`src/hht_pkg.sv`:
```
// shared types, codes and character constants for the http header tokenizer
package hht_pkg;

    // fixed widths of the beat fields
    localparam int DATA_W  = 8;
    localparam int KIND_W  = 3;
    localparam int START_W = 13;
    localparam int LEN_W   = 14;
    localparam int FNUM_W  = 5;
    localparam int STAT_W  = 2;

    // token kinds
    typedef enum logic [KIND_W-1:0] {
        KIND_METHOD  = 3'd0,
        KIND_URI     = 3'd1,
        KIND_VERSION = 3'd2,
        KIND_CODE    = 3'd3,
        KIND_REASON  = 3'd4,
        KIND_KEY     = 3'd5,
        KIND_VALUE   = 3'd6,
        KIND_FINAL   = 3'd7
    } t_kind;

    // parse status codes on the final beat
    typedef enum logic [STAT_W-1:0] {
        ST_OK        = 2'd0,
        ST_MALFORMED = 2'd1,
        ST_TOO_MANY  = 2'd2,
        ST_TOO_LONG  = 2'd3
    } t_status;

    // parser phases
    typedef enum logic [3:0] {
        PH_TOK1       = 4'd0,
        PH_TOK2       = 4'd1,
        PH_TOK3       = 4'd2,
        PH_START_LF   = 4'd3,
        PH_FIRST_LINE = 4'd4,
        PH_LINE       = 4'd5,
        PH_LINE_CR    = 4'd6,
        PH_KEY        = 4'd7,
        PH_SKIP       = 4'd8,
        PH_VALUE      = 4'd9
    } t_phase;

    // one result beat
    typedef struct packed {
        t_kind               kind;
        logic [START_W-1:0]  start;
        logic [LEN_W-1:0]    length;
        logic [FNUM_W-1:0]   field_number;
        logic                is_response;
        t_status             status;
        logic                last;
    } t_result;

    // characters
    localparam logic [DATA_W-1:0] CH_NUL   = 8'h00;
    localparam logic [DATA_W-1:0] CH_TAB   = 8'h09;
    localparam logic [DATA_W-1:0] CH_LF    = 8'h0A;
    localparam logic [DATA_W-1:0] CH_VT    = 8'h0B;
    localparam logic [DATA_W-1:0] CH_FF    = 8'h0C;
    localparam logic [DATA_W-1:0] CH_CR    = 8'h0D;
    localparam logic [DATA_W-1:0] CH_SP    = 8'h20;
    localparam logic [DATA_W-1:0] CH_COLON = 8'h3A;

    // status line prefix "HTTP"
    localparam logic [DATA_W-1:0] HTTP_PREFIX [4] = '{8'h48, 8'h54, 8'h54, 8'h50};

    // whitespace class used at line and value starts
    function automatic logic is_ws(input logic [DATA_W-1:0] b);
        return (b == CH_SP) || (b == CH_TAB) || (b == CH_LF) || (b == CH_VT) ||
               (b == CH_FF) || (b == CH_CR);
    endfunction

endpackage

```
`src/hht_if.sv`:
```
// stream interfaces for header bytes in and token beats out

interface hht_byte_if;
    logic                       valid;
    logic                       ready;
    logic [hht_pkg::DATA_W-1:0] data_byte;
    logic                       byte_last;

    modport source (output valid, output data_byte, output byte_last, input ready);
    modport sink   (input valid, input data_byte, input byte_last, output ready);
endinterface

interface hht_token_if;
    logic                        valid;
    logic                        ready;
    logic [hht_pkg::KIND_W-1:0]  token_kind;
    logic [hht_pkg::START_W-1:0] token_start;
    logic [hht_pkg::LEN_W-1:0]   token_length;
    logic [hht_pkg::FNUM_W-1:0]  field_number;
    logic                        is_response;
    logic [hht_pkg::STAT_W-1:0]  parse_status;
    logic                        result_last;

    modport source (output valid, output token_kind, output token_start,
                    output token_length, output field_number, output is_response,
                    output parse_status, output result_last, input ready);
    modport sink   (input valid, input token_kind, input token_start,
                    input token_length, input field_number, input is_response,
                    input parse_status, input result_last, output ready);
endinterface

```
`src/http_header_tokenizer.sv`:
```
// an accepted byte is held in the input register, and its result beats are registered in the queue
// throughput: one byte per cycle while the queue has room; each byte is decided combinationally in the parser core
// a byte yields at most two beats; the four-entry queue holds input while it has < 2 free
// reset: synchronous active low, parser back to the first start-line token, queue emptied
// a byte with the last mark also returns the parser to its initial state
module http_header_tokenizer #(
    parameter int MAX_FIELDS = 32,
    parameter int MAX_BYTES  = 8192
) (
    input  logic          i_clk,
    input  logic          i_rst_n,
    hht_byte_if.sink      i_byte,
    hht_token_if.source   o_token
);
    import hht_pkg::*;

    logic                r_in_valid;
    logic [DATA_W-1:0]   r_in_byte;
    logic                r_in_last;
    logic                advance;
    logic                room2;
    logic                res0_valid, res1_valid;
    t_result             res0, res1;
    logic                q_valid;
    t_result             q_item;

    // input register stage
    assign advance      = r_in_valid && room2;
    assign i_byte.ready = !r_in_valid || advance;

    always_ff @(posedge i_clk) begin
        if (!i_rst_n) begin
            r_in_valid <= 1'b0;
        end else if (i_byte.ready) begin
            r_in_valid <= i_byte.valid;
        end
    end

    always_ff @(posedge i_clk) begin
        if (i_byte.valid && i_byte.ready) begin
            r_in_byte <= i_byte.data_byte;
            r_in_last <= i_byte.byte_last;
        end
    end

    // parser
    hht_core #(
        .MAX_FIELDS (MAX_FIELDS),
        .MAX_BYTES  (MAX_BYTES)
    ) u_core (
        .i_clk        (i_clk),
        .i_rst_n      (i_rst_n),
        .i_valid      (advance),
        .i_data_byte  (r_in_byte),
        .i_byte_last  (r_in_last),
        .o_res0_valid (res0_valid),
        .o_res0       (res0),
        .o_res1_valid (res1_valid),
        .o_res1       (res1)
    );

    // result queue
    hht_outq u_outq (
        .i_clk         (i_clk),
        .i_rst_n       (i_rst_n),
        .i_push0_valid (res0_valid),
        .i_push0       (res0),
        .i_push1_valid (res1_valid),
        .i_push1       (res1),
        .o_room2       (room2),
        .o_valid       (q_valid),
        .o_item        (q_item),
        .i_ready       (o_token.ready)
    );

    // output beat
    assign o_token.valid        = q_valid;
    assign o_token.token_kind   = q_item.kind;
    assign o_token.token_start  = q_item.start;
    assign o_token.token_length = q_item.length;
    assign o_token.field_number = q_item.field_number;
    assign o_token.is_response  = q_item.is_response;
    assign o_token.parse_status = q_item.status;
    assign o_token.result_last  = q_item.last;

endmodule

```
`src/hht_core.sv`:
```
// parser state and per-byte decision logic, up to two result beats per byte
module hht_core #(
    parameter int MAX_FIELDS = 32,
    parameter int MAX_BYTES  = 8192
) (
    input  logic                       i_clk,
    input  logic                       i_rst_n,
    input  logic                       i_valid,
    input  logic [hht_pkg::DATA_W-1:0] i_data_byte,
    input  logic                       i_byte_last,
    output logic                       o_res0_valid,
    output hht_pkg::t_result           o_res0,
    output logic                       o_res1_valid,
    output hht_pkg::t_result           o_res1
);
    import hht_pkg::*;

    localparam int OFF_W = $clog2(MAX_BYTES + 1);
    localparam int FLD_W = $clog2(MAX_FIELDS + 1);

    t_phase             r_phase,  n_phase;
    logic [OFF_W-1:0]   r_off,    n_off;
    logic [OFF_W-1:0]   r_cts,    n_cts;
    logic [2:0]         r_pmc,    n_pmc;
    logic               r_resp,   n_resp;
    logic [FLD_W-1:0]   r_fields, n_fields;
    logic               r_pcr,    n_pcr;
    logic               r_done,   n_done;

    logic               tok_v;
    t_result            tok;
    logic               fin_v;
    t_result            fin;

    // state registers
    always_ff @(posedge i_clk) begin
        if (!i_rst_n) begin
            r_phase  <= PH_TOK1;
            r_off    <= '0;
            r_cts    <= '0;
            r_pmc    <= '0;
            r_resp   <= 1'b0;
            r_fields <= '0;
            r_pcr    <= 1'b0;
            r_done   <= 1'b0;
        end else if (i_valid) begin
            r_phase  <= n_phase;
            r_off    <= n_off;
            r_cts    <= n_cts;
            r_pmc    <= n_pmc;
            r_resp   <= n_resp;
            r_fields <= n_fields;
            r_pcr    <= n_pcr;
            r_done   <= n_done;
        end
    end

    // per-byte decision
    always_comb begin
        logic             bad;
        logic             mid_fin;
        t_status          mid_status;
        logic             do_key;
        logic [OFF_W-1:0] key_s;
        logic             resp_now;
        logic [DATA_W-1:0] b;

        b          = i_data_byte;
        bad        = 1'b0;
        mid_fin    = 1'b0;
        mid_status = ST_OK;
        do_key     = 1'b0;
        key_s      = r_off;
        resp_now   = r_resp;

        n_phase  = r_phase;
        n_off    = r_off;
        n_cts    = r_cts;
        n_pmc    = r_pmc;
        n_resp   = r_resp;
        n_fields = r_fields;
        n_pcr    = r_pcr;
        n_done   = r_done;

        tok_v = 1'b0;
        tok   = '{kind: KIND_METHOD, status: ST_OK, default: '0};
        fin_v = 1'b0;
        fin   = '{kind: KIND_FINAL, status: ST_OK, default: '0};

        if (r_done) begin
            // ignore bytes until the buffer's last mark
        end else if (r_off >= OFF_W'(MAX_BYTES)) begin
            mid_fin    = 1'b1;
            mid_status = ST_TOO_LONG;
        end else begin
            // status line prefix match
            if (r_phase == PH_TOK1 && r_off < OFF_W'(4) && OFF_W'(r_pmc) == r_off &&
                b == HTTP_PREFIX[r_off[1:0]]) begin
                n_pmc = r_pmc + 3'd1;
                if (r_pmc == 3'd3) begin
                    resp_now = 1'b1;
                end
            end
            n_resp = resp_now;

            case (r_phase)
                PH_TOK1, PH_TOK2: begin
                    if (b == CH_NUL || (r_pcr && b == CH_LF)) begin
                        bad = 1'b1;
                    end else if (b == CH_SP) begin
                        tok_v        = 1'b1;
                        tok.kind     = (r_phase == PH_TOK1)
                                       ? (resp_now ? KIND_VERSION : KIND_METHOD)
                                       : (resp_now ? KIND_CODE : KIND_URI);
                        tok.start    = START_W'(r_cts);
                        tok.length   = LEN_W'(r_off - r_cts);
                        n_cts        = r_off + OFF_W'(1);
                        n_pcr        = 1'b0;
                        n_phase      = (r_phase == PH_TOK1) ? PH_TOK2 : PH_TOK3;
                    end else begin
                        n_pcr = (b == CH_CR);
                    end
                end
                PH_TOK3: begin
                    if (b == CH_NUL) begin
                        bad = 1'b1;
                    end else if (b == CH_CR) begin
                        tok_v      = 1'b1;
                        tok.kind   = resp_now ? KIND_REASON : KIND_VERSION;
                        tok.start  = START_W'(r_cts);
                        tok.length = LEN_W'(r_off - r_cts);
                        n_phase    = PH_START_LF;
                    end
                end
                PH_START_LF: begin
                    if (b == CH_LF) begin
                        n_phase = PH_FIRST_LINE;
                    end else begin
                        bad = 1'b1;
                    end
                end
                PH_FIRST_LINE: begin
                    if (is_ws(b)) begin
                        bad = 1'b1;
                    end else begin
                        do_key = 1'b1;
                    end
                end
                PH_LINE: begin
                    if (b == CH_CR) begin
                        n_phase = PH_LINE_CR;
                    end else begin
                        do_key = 1'b1;
                    end
                end
                PH_LINE_CR: begin
                    if (b == CH_LF) begin
                        mid_fin    = 1'b1;
                        mid_status = ST_OK;
                    end else begin
                        // the pending cr opens the key
                        do_key = 1'b1;
                        key_s  = r_off - OFF_W'(1);
                    end
                end
                PH_KEY: begin
                    if (b == CH_COLON) begin
                        tok_v            = 1'b1;
                        tok.kind         = KIND_KEY;
                        tok.start        = START_W'(r_cts);
                        tok.length       = LEN_W'(r_off - r_cts);
                        tok.field_number = FNUM_W'(r_fields - FLD_W'(1));
                        n_pcr            = 1'b0;
                        n_phase          = PH_SKIP;
                    end
                end
                PH_SKIP: begin
                    if (r_pcr && b == CH_LF) begin
                        bad = 1'b1;
                    end else if (b == CH_CR) begin
                        n_pcr = 1'b1;
                    end else begin
                        n_pcr = 1'b0;
                        if (!is_ws(b)) begin
                            if (i_byte_last) begin
                                bad = 1'b1;
                            end else begin
                                n_cts   = r_off;
                                n_phase = PH_VALUE;
                            end
                        end
                    end
                end
                PH_VALUE: begin
                    if (r_pcr && b == CH_LF) begin
                        tok_v            = 1'b1;
                        tok.kind         = KIND_VALUE;
                        tok.start        = START_W'(r_cts);
                        tok.length       = LEN_W'(r_off - OFF_W'(1) - r_cts);
                        tok.field_number = FNUM_W'(r_fields - FLD_W'(1));
                        n_pcr            = 1'b0;
                        n_phase          = PH_LINE;
                    end else begin
                        n_pcr = (b == CH_CR);
                    end
                end
                default: begin
                    bad = 1'b1;
                end
            endcase

            // key start on a line
            if (do_key) begin
                if (r_fields >= FLD_W'(MAX_FIELDS)) begin
                    mid_fin    = 1'b1;
                    mid_status = ST_TOO_MANY;
                end else begin
                    n_fields = r_fields + FLD_W'(1);
                    n_cts    = key_s;
                    n_pcr    = 1'b0;
                    n_phase  = PH_KEY;
                    if (b == CH_COLON) begin
                        tok_v            = 1'b1;
                        tok.kind         = KIND_KEY;
                        tok.start        = START_W'(key_s);
                        tok.length       = LEN_W'(r_off - key_s);
                        tok.field_number = FNUM_W'(r_fields);
                        n_phase          = PH_SKIP;
                    end
                end
            end
            n_off = r_off + OFF_W'(1);
        end

        // final beat: explicit finish, error, or end of buffer
        if (!r_done) begin
            if (mid_fin) begin
                fin_v      = 1'b1;
                fin.status = mid_status;
            end else if (bad) begin
                fin_v      = 1'b1;
                fin.status = ST_MALFORMED;
            end else if (i_byte_last) begin
                fin_v      = 1'b1;
                fin.status = (n_phase == PH_LINE) ? ST_OK : ST_MALFORMED;
            end
        end
        if (fin_v) begin
            n_done = 1'b1;
        end
        tok.is_response = resp_now;
        fin.is_response = resp_now;
        fin.last        = 1'b1;

        // last mark returns to the initial state
        if (i_byte_last) begin
            n_phase  = PH_TOK1;
            n_off    = '0;
            n_cts    = '0;
            n_pmc    = '0;
            n_resp   = 1'b0;
            n_fields = '0;
            n_pcr    = 1'b0;
            n_done   = 1'b0;
        end
    end

    // order beats: token first, then the final beat
    always_comb begin
        o_res0_valid = i_valid && (tok_v || fin_v);
        o_res0       = tok_v ? tok : fin;
        o_res1_valid = i_valid && tok_v && fin_v;
        o_res1       = fin;
    end

endmodule

```
`src/hht_outq.sv`:
```
// small result queue taking up to two beats per cycle and giving one
module hht_outq (
    input  logic             i_clk,
    input  logic             i_rst_n,
    input  logic             i_push0_valid,
    input  hht_pkg::t_result i_push0,
    input  logic             i_push1_valid,
    input  hht_pkg::t_result i_push1,
    output logic             o_room2,
    output logic             o_valid,
    output hht_pkg::t_result o_item,
    input  logic             i_ready
);
    import hht_pkg::*;

    localparam int DEPTH = 4;
    localparam int PTR_W = $clog2(DEPTH);
    localparam int CNT_W = $clog2(DEPTH + 1);

    t_result          r_mem [DEPTH];
    logic [PTR_W-1:0] r_wr, n_wr;
    logic [PTR_W-1:0] r_rd, n_rd;
    logic [CNT_W-1:0] r_cnt, n_cnt;
    logic             pop;
    logic [CNT_W-1:0] push_n;

    // pointer and count bookkeeping
    always_comb begin
        pop    = o_valid && i_ready;
        push_n = CNT_W'(i_push0_valid) + CNT_W'(i_push1_valid);
        n_wr   = r_wr + PTR_W'(push_n);
        n_rd   = r_rd + PTR_W'(pop);
        n_cnt  = r_cnt + push_n - CNT_W'(pop);
    end

    always_ff @(posedge i_clk) begin
        if (!i_rst_n) begin
            r_wr  <= '0;
            r_rd  <= '0;
            r_cnt <= '0;
        end else begin
            r_wr  <= n_wr;
            r_rd  <= n_rd;
            r_cnt <= n_cnt;
        end
    end

    // entry writes
    always_ff @(posedge i_clk) begin
        if (i_push0_valid) begin
            r_mem[r_wr] <= i_push0;
        end
        if (i_push1_valid) begin
            r_mem[r_wr + PTR_W'(1)] <= i_push1;
        end
    end

    assign o_room2 = (r_cnt <= CNT_W'(DEPTH - 2));
    assign o_valid = (r_cnt != '0);
    assign o_item  = r_mem[r_rd];

endmodule

```
`src/flat_wrapper.sv`:
```
// flat-port wrapper written by rule: the top's interface ports become plain ports
module http_header_tokenizer_flat import hht_pkg::*;
#(
    parameter int MAX_FIELDS = 32,
    parameter int MAX_BYTES  = 8192
)
  (i_clk, i_rst_n, i_byte_valid, i_byte_data_byte, i_byte_byte_last, i_byte_ready, o_token_valid, o_token_token_kind, o_token_token_start, o_token_token_length, o_token_field_number, o_token_is_response, o_token_parse_status, o_token_result_last, o_token_ready);
  hht_byte_if i_byte_i ();
  hht_token_if o_token_i ();
  input  logic i_clk;
  input  logic i_rst_n;
  input wire logic [$bits(i_byte_i.valid)-1:0] i_byte_valid;
  input wire logic [$bits(i_byte_i.data_byte)-1:0] i_byte_data_byte;
  input wire logic [$bits(i_byte_i.byte_last)-1:0] i_byte_byte_last;
  output wire logic [$bits(i_byte_i.ready)-1:0] i_byte_ready;
  output wire logic [$bits(o_token_i.valid)-1:0] o_token_valid;
  output wire logic [$bits(o_token_i.token_kind)-1:0] o_token_token_kind;
  output wire logic [$bits(o_token_i.token_start)-1:0] o_token_token_start;
  output wire logic [$bits(o_token_i.token_length)-1:0] o_token_token_length;
  output wire logic [$bits(o_token_i.field_number)-1:0] o_token_field_number;
  output wire logic [$bits(o_token_i.is_response)-1:0] o_token_is_response;
  output wire logic [$bits(o_token_i.parse_status)-1:0] o_token_parse_status;
  output wire logic [$bits(o_token_i.result_last)-1:0] o_token_result_last;
  input wire logic [$bits(o_token_i.ready)-1:0] o_token_ready;
  assign i_byte_i.valid = i_byte_valid;
  assign i_byte_i.data_byte = i_byte_data_byte;
  assign i_byte_i.byte_last = i_byte_byte_last;
  assign i_byte_ready = i_byte_i.ready;
  assign o_token_valid = o_token_i.valid;
  assign o_token_token_kind = o_token_i.token_kind;
  assign o_token_token_start = o_token_i.token_start;
  assign o_token_token_length = o_token_i.token_length;
  assign o_token_field_number = o_token_i.field_number;
  assign o_token_is_response = o_token_i.is_response;
  assign o_token_parse_status = o_token_i.parse_status;
  assign o_token_result_last = o_token_i.result_last;
  assign o_token_i.ready = o_token_ready;
  http_header_tokenizer #(.MAX_FIELDS(MAX_FIELDS), .MAX_BYTES(MAX_BYTES)) u_core (.i_clk(i_clk), .i_rst_n(i_rst_n), .i_byte(i_byte_i), .o_token(o_token_i));
endmodule
```
`config.mk`:
```
export PLATFORM = sky130hd
export DESIGN_NAME = http_header_tokenizer_flat
export DESIGN_NICKNAME = d
export VERILOG_FILES = /design/src/hht_pkg.sv /design/src/hht_if.sv /design/src/http_header_tokenizer.sv /design/src/hht_core.sv /design/src/hht_outq.sv /design/src/flat_wrapper.sv
export SDC_FILE = /design/constraint.sdc
export NUM_CORES = 1
export LEC_CHECK = 0
export BUFFER_PORTS_ARGS = -buffer_cell sky130_fd_sc_hd__buf_2
export CORE_UTILIZATION = 68
export CTS_BUF_LIST = sky130_fd_sc_hd__clkbuf_16
export DETAILED_ROUTE_END_ITERATION = 8
export PLACE_DENSITY_LB_ADDON = 0.15
export SKIP_CTS_REPAIR_TIMING = 1
export SYNTH_ARGS = -nofsm -noshare
export SYNTH_HDL_FRONTEND = slang
export SYNTH_SLANG_ARGS = --single-unit
```
`constraint.sdc`:
```
create_clock -name i_clk -period 8.8 [get_ports i_clk]
set_input_delay 0.88 -clock i_clk [delete_from_list [all_inputs] [get_ports i_clk]]
set_output_delay 0.88 -clock i_clk [all_outputs]
set_load 0.01 [all_outputs]
```
==> flow_summary_export.csv, run 1 <==
group,metric,value,unit
timing,finalSetupViolCount,0,
cts,cts_made_buffers,23,
drt,postRouteAntennaNets,0,
global_route,antenna_found_initial,0,
finish,ff_latch_area,0.004557,mm²
setup_path,path_cells,"nor4b_1, and3_1, o31ai_1, a31oi_1, o21ai_1, nand2_1, ha_1, inv_1, ha_1, inv_1, ha_1, inv_1, fa_1, xor2_1, xnor2_1, and2_1",
global_route,grt_overflow,0,
timing,relSlewSlack,0.2638,
setup_path,cp-endpoint,"u_core.u_outq.r_cnt[2]$_SDFF_PN0_",
power_and_ir_drop,powerDensity,176.7,mW/mm²
synthesis,synthAdderAreaFrac,0.05673,
timing,finalHoldViolCount,0,
setup_path,setup.worst_path.start_class,"flip-flop",
finish,fin_nets,1463,
drt,wl,35890,µm
cts,cts.sinks,217,
finish,drive_gt1_frac,0.1212,
finish,diodes,0,
timing,slew_violations,0,
global_route,grtUsageTotal,0.3684,
synthesis,synth_enable_flop_cells,21,
timing,fmax,0.2149,GHz
synthesis,synth.avg_cell_area,9.227,µm²
drt,drtIter0Drc,1273,
synthesis,yosys.area_share.simple,0.1748,
synthesis,synth_xor_area_frac,0.04012,
finish,multi_input_comb_area,0.007664,mm²
floorplanning,num_rows,49,
floorplanning,core,0.01827,mm²
timing,tns,0,ps
place,io_buffers,53,
cts,cts_tree,"built",
drt,via_per_inst,6.966,
floorplanning,dieArea,0.01950,mm²
timing,final.min_clock_period,4653,ps
cts,cts_max_path_buffers,3,
synthesis,synth_area,0.01288,mm²
synthesis,synth_cell_types,86,
global_route,grt_max_degree,42,
synthesis,synthesis.nets,1465,
finish,utilization,0.7576,
timing,fin_crit_sh,0.5288,
synthesis,syn_inst,1396,
global_route,grt_pass1_vias,10830,
synthesis,yosys_warnings,0,
drt,drc,0,
cts,clock_latency,530,ps
run_status,outcome,"completed",
cts,htreeDepth,1,
global_route,grt_pass1_wl,57350,µm
synthesis,synth_area_leaders,"dfxtp_1 (30%), mux4_2 (6.8%), a22o_1 (6.6%), ha_1 (5.1%), edfxtp_1 (4.9%)",
timing,worst_slack,4147,ps
cts,cts-root-buf,"clkbuf_16",
setup_path,r2r_start,"u_core.u_core.r_phase[0]$_SDFFE_PN0P_",
setup_path,crit_slowest_cell,"o21ai_1",
timing,worst_slew_pin_slew,1104,ps
synthesis,synth_compound_area_frac,0.2508,
setup_path,crit_required,9230,ps
timing,finalClockSkew,14.17,ps
synthesis,yosysSeqAreaShare,0.3536,
place,pre_cts_ws,4212,ps
power_and_ir_drop,ir_drop,0.1502,mV
synthesis,yosysTopAreaCell,"dfxtp_1",
synthesis,synthArstFlopShare,0,
power_and_ir_drop,p_leak,0.005190,µW
timing,rsz0062_at_grt,"false",
synthesis,synth_top_area_frac,0.3046,
drt,wl_per_cell,21.88,µm
worst_hold_path,hp-class,"flip-flop to flip-flop",
setup_path,critical_path_arrival,5080,ps
setup_path,critPathKind,"flip-flop to flip-flop",
setup_path,crit_start,"u_core.u_core.r_phase[0]$_SDFFE_PN0P_",
synthesis,synth_top_family_by_area,"compound AO/OA/AOI/OAI gates",
floorplanning,io_pins,54,
drt,dr.pass1.iters,6,
floorplanning,die_x,139.6,µm
run,drv_cap,0,
finish,syn_to_final_growth,7.460,%
setup_path,r2r_setup_slack,4150,ps
synthesis,dominantRegCellSynth,"dfxtp_1",
synthesis,synth-seq-cells,217,
setup_path,reg2reg_depth,16,
setup_path,rr_endpoint,"u_core.u_outq.r_cnt[2]$_SDFF_PN0_",
drt,vias,11420,
finish,fillers,1343,
cts,clk_pin_slew,70,ps
setup_path,crit_fanout,19,
floorplanning,die_height,139.6,µm
setup_path,cp-end-kind,"flip-flop",
place,gp_congestion,0.9750,
floorplanning,initial_core_util,0.7050,
setup_path,critical_path.max_stage_delay,870,ps
place,place_hpwl,24930,µm
synthesis,synthMuxAreaShare,0.07052,
[state kept, by name, indices dropped and copies added, names as in the netlist, 2 cells and up]
| signal | flops |
|---|---|
| u_core.u_core.r_fields | 6 |
| u_core.u_core.r_off | 14 |
| u_core.r_in_byte | 8 |
| u_core.u_core.r_cts | 14 |
| u_core.u_outq.r_wr | 2 |
| u_core.u_outq.r_mem | 156 |
| u_core.u_outq.r_rd | 2 |
| u_core.u_core.r_pmc | 3 |
| u_core.u_outq.r_cnt | 3 |
| u_core.u_core.r_phase | 4 |
[synth_stat cells, types with 27 or more instances]
library cell / instances
dfxtp_1: 196
nor2_1: 101
a22o_1: 97
nand2_1: 91
o21ai_0: 69
a21oi_1: 62
clkbuf_1: 52
ha_1: 52
inv_1: 45
nor3_1: 44
mux4_2: 39
nand3_1: 37
xnor2_1: 33
o2bb2ai_1: 28
and2_1: 27
[cells in the final DEF, fill, tap and decap left out, drive strengths merged, types with 28 or more instances in the layout]
| cell | count |
|---|---|
| nor2 | 102 |
| o21ai | 71 |
| a21oi | 65 |
| o2bb2ai | 28 |
| mux4 | 39 |
| nor3 | 46 |
| a22o | 97 |
| and2 | 28 |
| buf | 71 |
| dfxtp | 196 |
| xnor2 | 33 |
| nand2 | 91 |
| nand3 | 37 |
| inv | 51 |
| ha | 52 |
[per-layer routing]
metal / GRT usage / share of wire
met1: 0.5096 / 0.42
met2: 0.5903 / 0.45
met3: 0.05058 / 0.095
met4: 0.1353 / 0.032
met5: 0 / 0
[cell families (layout without fill, tap and decap cells)]
logic type / after synthesis / count (layout)
flip-flops: 217 / 217
AND/OR/NAND/NOR: 440 / 440
multiplexers: 42 / 42
XOR/XNOR: 59 / 59
buffers and inverters: 144 / 159
AO/OA/AOI/OAI: 438 / 438
adder cells (fa/ha/maj): 56 / 56
[stage by stage]
| step | total power, µW | instance area, µm² | std cells | hold WS, ps |
|---|---|---|---|---|
| after floorplan | 1386 | 12880 | 1396 | 427.1 |
| after global placement | 1472 | 13080 | 1598 | 440.2 |
| after detailed placement | 1481 | 13080 | 1598 | 441.3 |
| after CTS | 2446 | 13840 | 1640 | 460.6 |
| after global routing | 2534 | 13840 | 1640 | 472.5 |
| final | 2445 | 13840 | 1640 | 461.9 |
[where the power goes]
group | switching (µW) | internal [µW]
clock network | 412 | 569
registers | 38.4 | 1030
logic | 221 | 177
total | 671 | 1770
[layout make-up]
| cell class | count | share of cell area |
|---|---|---|
| inverters | 46 | 0.01247 |
| clock buffers | 23 | 0.04158 |
| repair buffers | 71 | 0.02893 |
| flip-flops and latches | 217 | 0.3292 |
| clock inverters | 19 | 0.01347 |
| well taps | 229 | 0.02070 |
| multi-input cells | 1035 | 0.5536 |
[worst max-delay path, delay by kind of cell, from the launching register on]
kind,cells,cell delay [ps]
adders and majority gates,4,1110
xor gates and xnor gates,2,290
buffers and inverters,3,160
and+or+nand+nor,4,770
AOI/OAI and AO/OA,3,1450
DFF,1,780
[how the worst min path moves through the flow]
stage,slack (ps),start,cells after the start,end
after global routing,470,u_core.u_outq.r_mem[0][19]$_SDFFE_PP0P_,1,u_core.u_outq.r_mem[0][19]$_SDFFE_PP0P_
after global placement,440,u_core.u_outq.r_mem[2][19]$_SDFFE_PP0N_,1,u_core.u_outq.r_mem[2][19]$_SDFFE_PP0N_
final,460,u_core.u_outq.r_mem[3][9]$_SDFFE_PP0N_,1,u_core.u_outq.r_mem[3][9]$_SDFFE_PP0N_
after floorplan,430,u_core.u_outq.r_mem[2][10]$_SDFFE_PP0N_,1,u_core.u_outq.r_mem[2][10]$_SDFFE_PP0N_
after CTS,460,u_core.u_outq.r_mem[3][9]$_SDFFE_PP0N_,1,u_core.u_outq.r_mem[3][9]$_SDFFE_PP0N_
after detailed placement,440,u_core.u_outq.r_mem[3][9]$_SDFFE_PP0N_,1,u_core.u_outq.r_mem[3][9]$_SDFFE_PP0N_
Note: power is estimated with default switching activity, not from simulation.
==> run 2: changes to the inputs <==
--- a/config.mk
+++ b/config.mk
@@ -5,8 +5,9 @@
 export SDC_FILE = /design/constraint.sdc
 export NUM_CORES = 1
 export LEC_CHECK = 0
+export ABC_AREA = 1
 export BUFFER_PORTS_ARGS = -buffer_cell sky130_fd_sc_hd__buf_2
-export CORE_UTILIZATION = 68
+export CORE_UTILIZATION = 63
 export CTS_BUF_LIST = sky130_fd_sc_hd__clkbuf_16
 export DETAILED_ROUTE_END_ITERATION = 8
 export PLACE_DENSITY_LB_ADDON = 0.15
==> constraint.sdc (replaced) <==
create_clock -name i_clk -period 4.3 [get_ports i_clk]
set_input_delay 0.43 -clock i_clk [delete_from_list [all_inputs] [get_ports i_clk]]
set_output_delay 0.43 -clock i_clk [all_outputs]
set_load 0.01 [all_outputs]
==> run 2 against run 1 <==
Against the previous run:
- register-to-register slack worse by 3800 ps
- via count is 30% higher
- maximum frequency is 16% higher
- critical endpoint is now u_core.u_outq.r_mem[3][15]$_SDFFE_PP0N_
- global-route usage is 4.4 points higher
- sequential share of layout area is 2.4 points lower
- combinational power grew to 4.0 times the previous value
==> flow_summary_export.csv, run 2 <==
group,metric,value,unit
synthesis,syn_inst,2049,
drt,drc,0,
finish,diodes,0,
power_and_ir_drop,p_leak,0.006798,µW
synthesis,synth_compound_area_frac,0.1497,
cts,cts_max_path_buffers,3,
finish,fin_nets,2119,
finish,reg_top3,"u_core.u_outq.r_mem x156, u_core.u_core.r_cts x14, u_core.u_core.r_off x14",
synthesis,synth_area_leaders,"dfxtp_1 (28%), nand3_1 (14%), nand2_1 (11%), nor2_1 (5.8%), o21ai_0 (5.4%)",
floorplanning,core,0.02129,mm²
finish,syn_to_final_growth,7.703,%
setup_path,crit_start,"u_core.u_core.r_phase[2]$_SDFFE_PN0P_",
synthesis,yosysTopAreaCell,"dfxtp_1",
synthesis,yosysSeqAreaShare,0.3291,
synthesis,synth_enable_flop_cells,21,
finish,largest_reg_flops,156,
synthesis,yosys.area_share.simple,0.3583,
synthesis,synth.most_common_cell,"nand2_1",
timing,finalSetupViolCount,0,
cts,cts-root-buf,"clkbuf_16",
cts,clock_latency,550,ps
synthesis,synth_cell_types,53,
global_route,grt_max_degree,85,
drt,wl,47040,µm
timing,fmax,0.2501,GHz
global_route,grt_pass1_wl,72550,µm
drt,wl_per_cell,20.08,µm
synthesis,synth_area,0.01384,mm²
setup_path,path_common_cell,"nand2_1",
synthesis,synthAdderAreaFrac,0.05280,
global_route,grt_overflow,0,
setup_path,worst-path-buf-inv,3,
timing,finalHoldViolCount,0,
power_and_ir_drop,power,5782,µW
cts,clk_pin_slew,60,ps
synthesis,dominantRegCellSynth,"dfxtp_1",
setup_path,reg2reg_depth,20,
floorplanning,initial_core_util,0.6501,
setup_path,rr_endpoint,"u_core.u_outq.r_mem[3][15]$_SDFFE_PP0N_",
finish,final_cell_mix,"nand2_1 (408), nand3_1 (377), nor2_1 (210)",
timing,final.min_clock_period,3999,ps
power_and_ir_drop,ir_drop,0.3069,mV
drt,dr.pass1.iters,6,
synthesis,yosys_warnings,0,
setup_path,cp-end-kind,"flip-flop",
setup_path,crit_fanout,8,
cts,cts_made_buffers,25,
finish,drive_gt1_frac,0.09865,
setup_path,r2r_start,"u_core.u_core.r_phase[2]$_SDFFE_PN0P_",
synthesis,synthMuxAreaShare,0,
global_route,antenna_found_initial,0,
synthesis,synth_top_family_by_area,"simple AND/OR/NAND/NOR gates",
finish,regMostFlops,"u_core.u_outq.r_mem",
timing,relSlewSlack,0.3021,
cts,cts_tree,"built",
floorplanning,die_height,150.2,µm
cts,htreeDepth,1,
setup_path,critical_path_arrival,4470,ps
setup_path,crit_required,4780,ps
synthesis,synth_xor_area_frac,0.02405,
timing,finalClockSkew,24.80,ps
setup_path,crit_slowest_cell,"a31oi_1",
place,io_buffers,53,
run_status,outcome,"completed",
synthesis,synthArstFlopShare,0,
place,gp_congestion,1.033,
synthesis,ys_top_cells_by_count,"nand2_1 (408), nand3_1 (377), nor2_1 (214)",
drt,postRouteAntennaNets,0,
place,place_hpwl,32030,µm
setup_path,setup.worst_path.start_class,"flip-flop",
synthesis,synthesis.nets,2118,
synthesis,synth_top_area_frac,0.2835,
setup_path,critPathKind,"flip-flop to flip-flop",
finish,multi_input_comb_area,0.008115,mm²
drt,vias,14850,
setup_path,cp-endpoint,"u_core.u_outq.r_mem[3][15]$_SDFFE_PP0N_",
drt,via_per_inst,6.338,
finish,fillers,1866,
finish,final_common_cell,"nand2_1",
timing,rsz0062_at_grt,"false",
run,drv_cap,0,
power_and_ir_drop,powerDensity,387.9,mW/mm²
floorplanning,die_x,150.2,µm
floorplanning,dieArea,0.02256,mm²
timing,slew_violations,0,
timing,tns,0,ps
global_route,grt_pass1_vias,13450,
cts,cts.sinks,217,
global_route,grtUsageTotal,0.4126,
finish,ff_latch_area,0.004556,mm²
setup_path,path_cells,"nand2_2, nor2_2, nand2_1, nor2_4, inv_1, o21ai_0, inv_1, fa_1, inv_1, nand3_1, nand2_1, a21oi_1, nor2_1, nor2_1, xor2_1, nand2_1, nand2_1, a31oi_1, nand3_1, nand2_1",
timing,fin_crit_sh,0.9300,
drt,drtIter0Drc,1861,
setup_path,r2r_setup_slack,300,ps
synthesis,synth-seq-cells,217,
setup_path,critPathTopFamily,"simple AND/OR/NAND/NOR gates",
floorplanning,num_rows,53,
synthesis,synth.avg_cell_area,6.754,µm²
worst_hold_path,hp-class,"input pin to flip-flop",
setup_path,critical_path.max_stage_delay,520,ps
floorplanning,io_pins,54,
timing,worst_slew_pin_slew,1043,ps
setup_path,worst-path-stages,20,
-- run 2: cell count changes after synthesis, sizes merged, moves of 39 or more --
cell / previous run / this run
o21ai: 71 / 154
nand3: 37 / 383
inv: 46 / 154
nor2: 102 / 227
o22ai: 6 / 53
nand2: 91 / 423
a22o: 97 / 0
mux4: 39 / 0
-- run 2: area by class of cell --
class                      count  area share
multi-input combinational   1559      0.5445
sequential                   217      0.3057
clock buffer                  26     0.04365
inverter                     158     0.03979
timing repair buffer          89     0.03593
tap                          275     0.02309
clock inverter                19    0.007388
-- run 2: worst min path at each step --
stage,depth (start not counted),slack [ps],start,end
3_5_place_dp,2,440,u_core.u_outq.r_mem[1][36]$_SDFFE_PP1N_,u_core.u_outq.r_mem[1][36]$_SDFFE_PP1N_
5_1_grt,1,70,i_byte_data_byte[7],u_core.r_in_byte[7]$_DFFE_PP_
6_report,1,70,i_byte_data_byte[7],u_core.r_in_byte[7]$_DFFE_PP_
2_1_floorplan,2,420,u_core.u_outq.r_mem[1][0]$_SDFFE_PP1N_,u_core.u_outq.r_mem[1][0]$_SDFFE_PP1N_
4_1_cts,1,60,i_byte_data_byte[7],u_core.r_in_byte[7]$_DFFE_PP_
3_3_place_gp,2,430,u_core.u_outq.r_mem[2][38]$_SDFFE_PP1N_,u_core.u_outq.r_mem[2][38]$_SDFFE_PP1N_
-- run 2: per-stage QoR --
step | utilization | setup slack, ps | std cells | area (µm²) | hold slack [ps]
2_1_floorplan | - | 795.4 | 2049 | 13840 | 423.6
3_3_place_gp | 0.6641 | 531.7 | 2298 | 14140 | 434.7
3_5_place_dp | 0.6641 | 467.6 | 2298 | 14140 | 438.0
4_1_cts | 0.6999 | 426.9 | 2343 | 14900 | 64.09
5_1_grt | 0.7002 | 30.73 | 2343 | 14900 | 72.66
6_report | 0.7002 | 300.9 | 2343 | 14900 | 69.11
-- run 2: power by group --
| group | internal [µW] | switching [µW] | leakage [µW] |
|---|---|---|---|
| clock network | 1100 | 892 | 0.000390 |
| registers | 2130 | 61.2 | 0.00178 |
| logic | 513 | 1090 | 0.00463 |
| total | 3740 | 2040 | 0.00680 |
-- run 2: kinds of logic after synthesis --
kind of cell,Yosys count
compound gates,369
xor+xnor,38
fa+ha+maj,56
buf+inv,273
flops,217
simple gates,1096
-- run 2: metal layers --
layer | part of all wire | GRT usage
met1 | 0.38 | 0.5191
met2 | 0.45 | 0.6780
met3 | 0.11 | 0.06909
met4 | 0.054 | 0.2146
met5 | 0 | 0
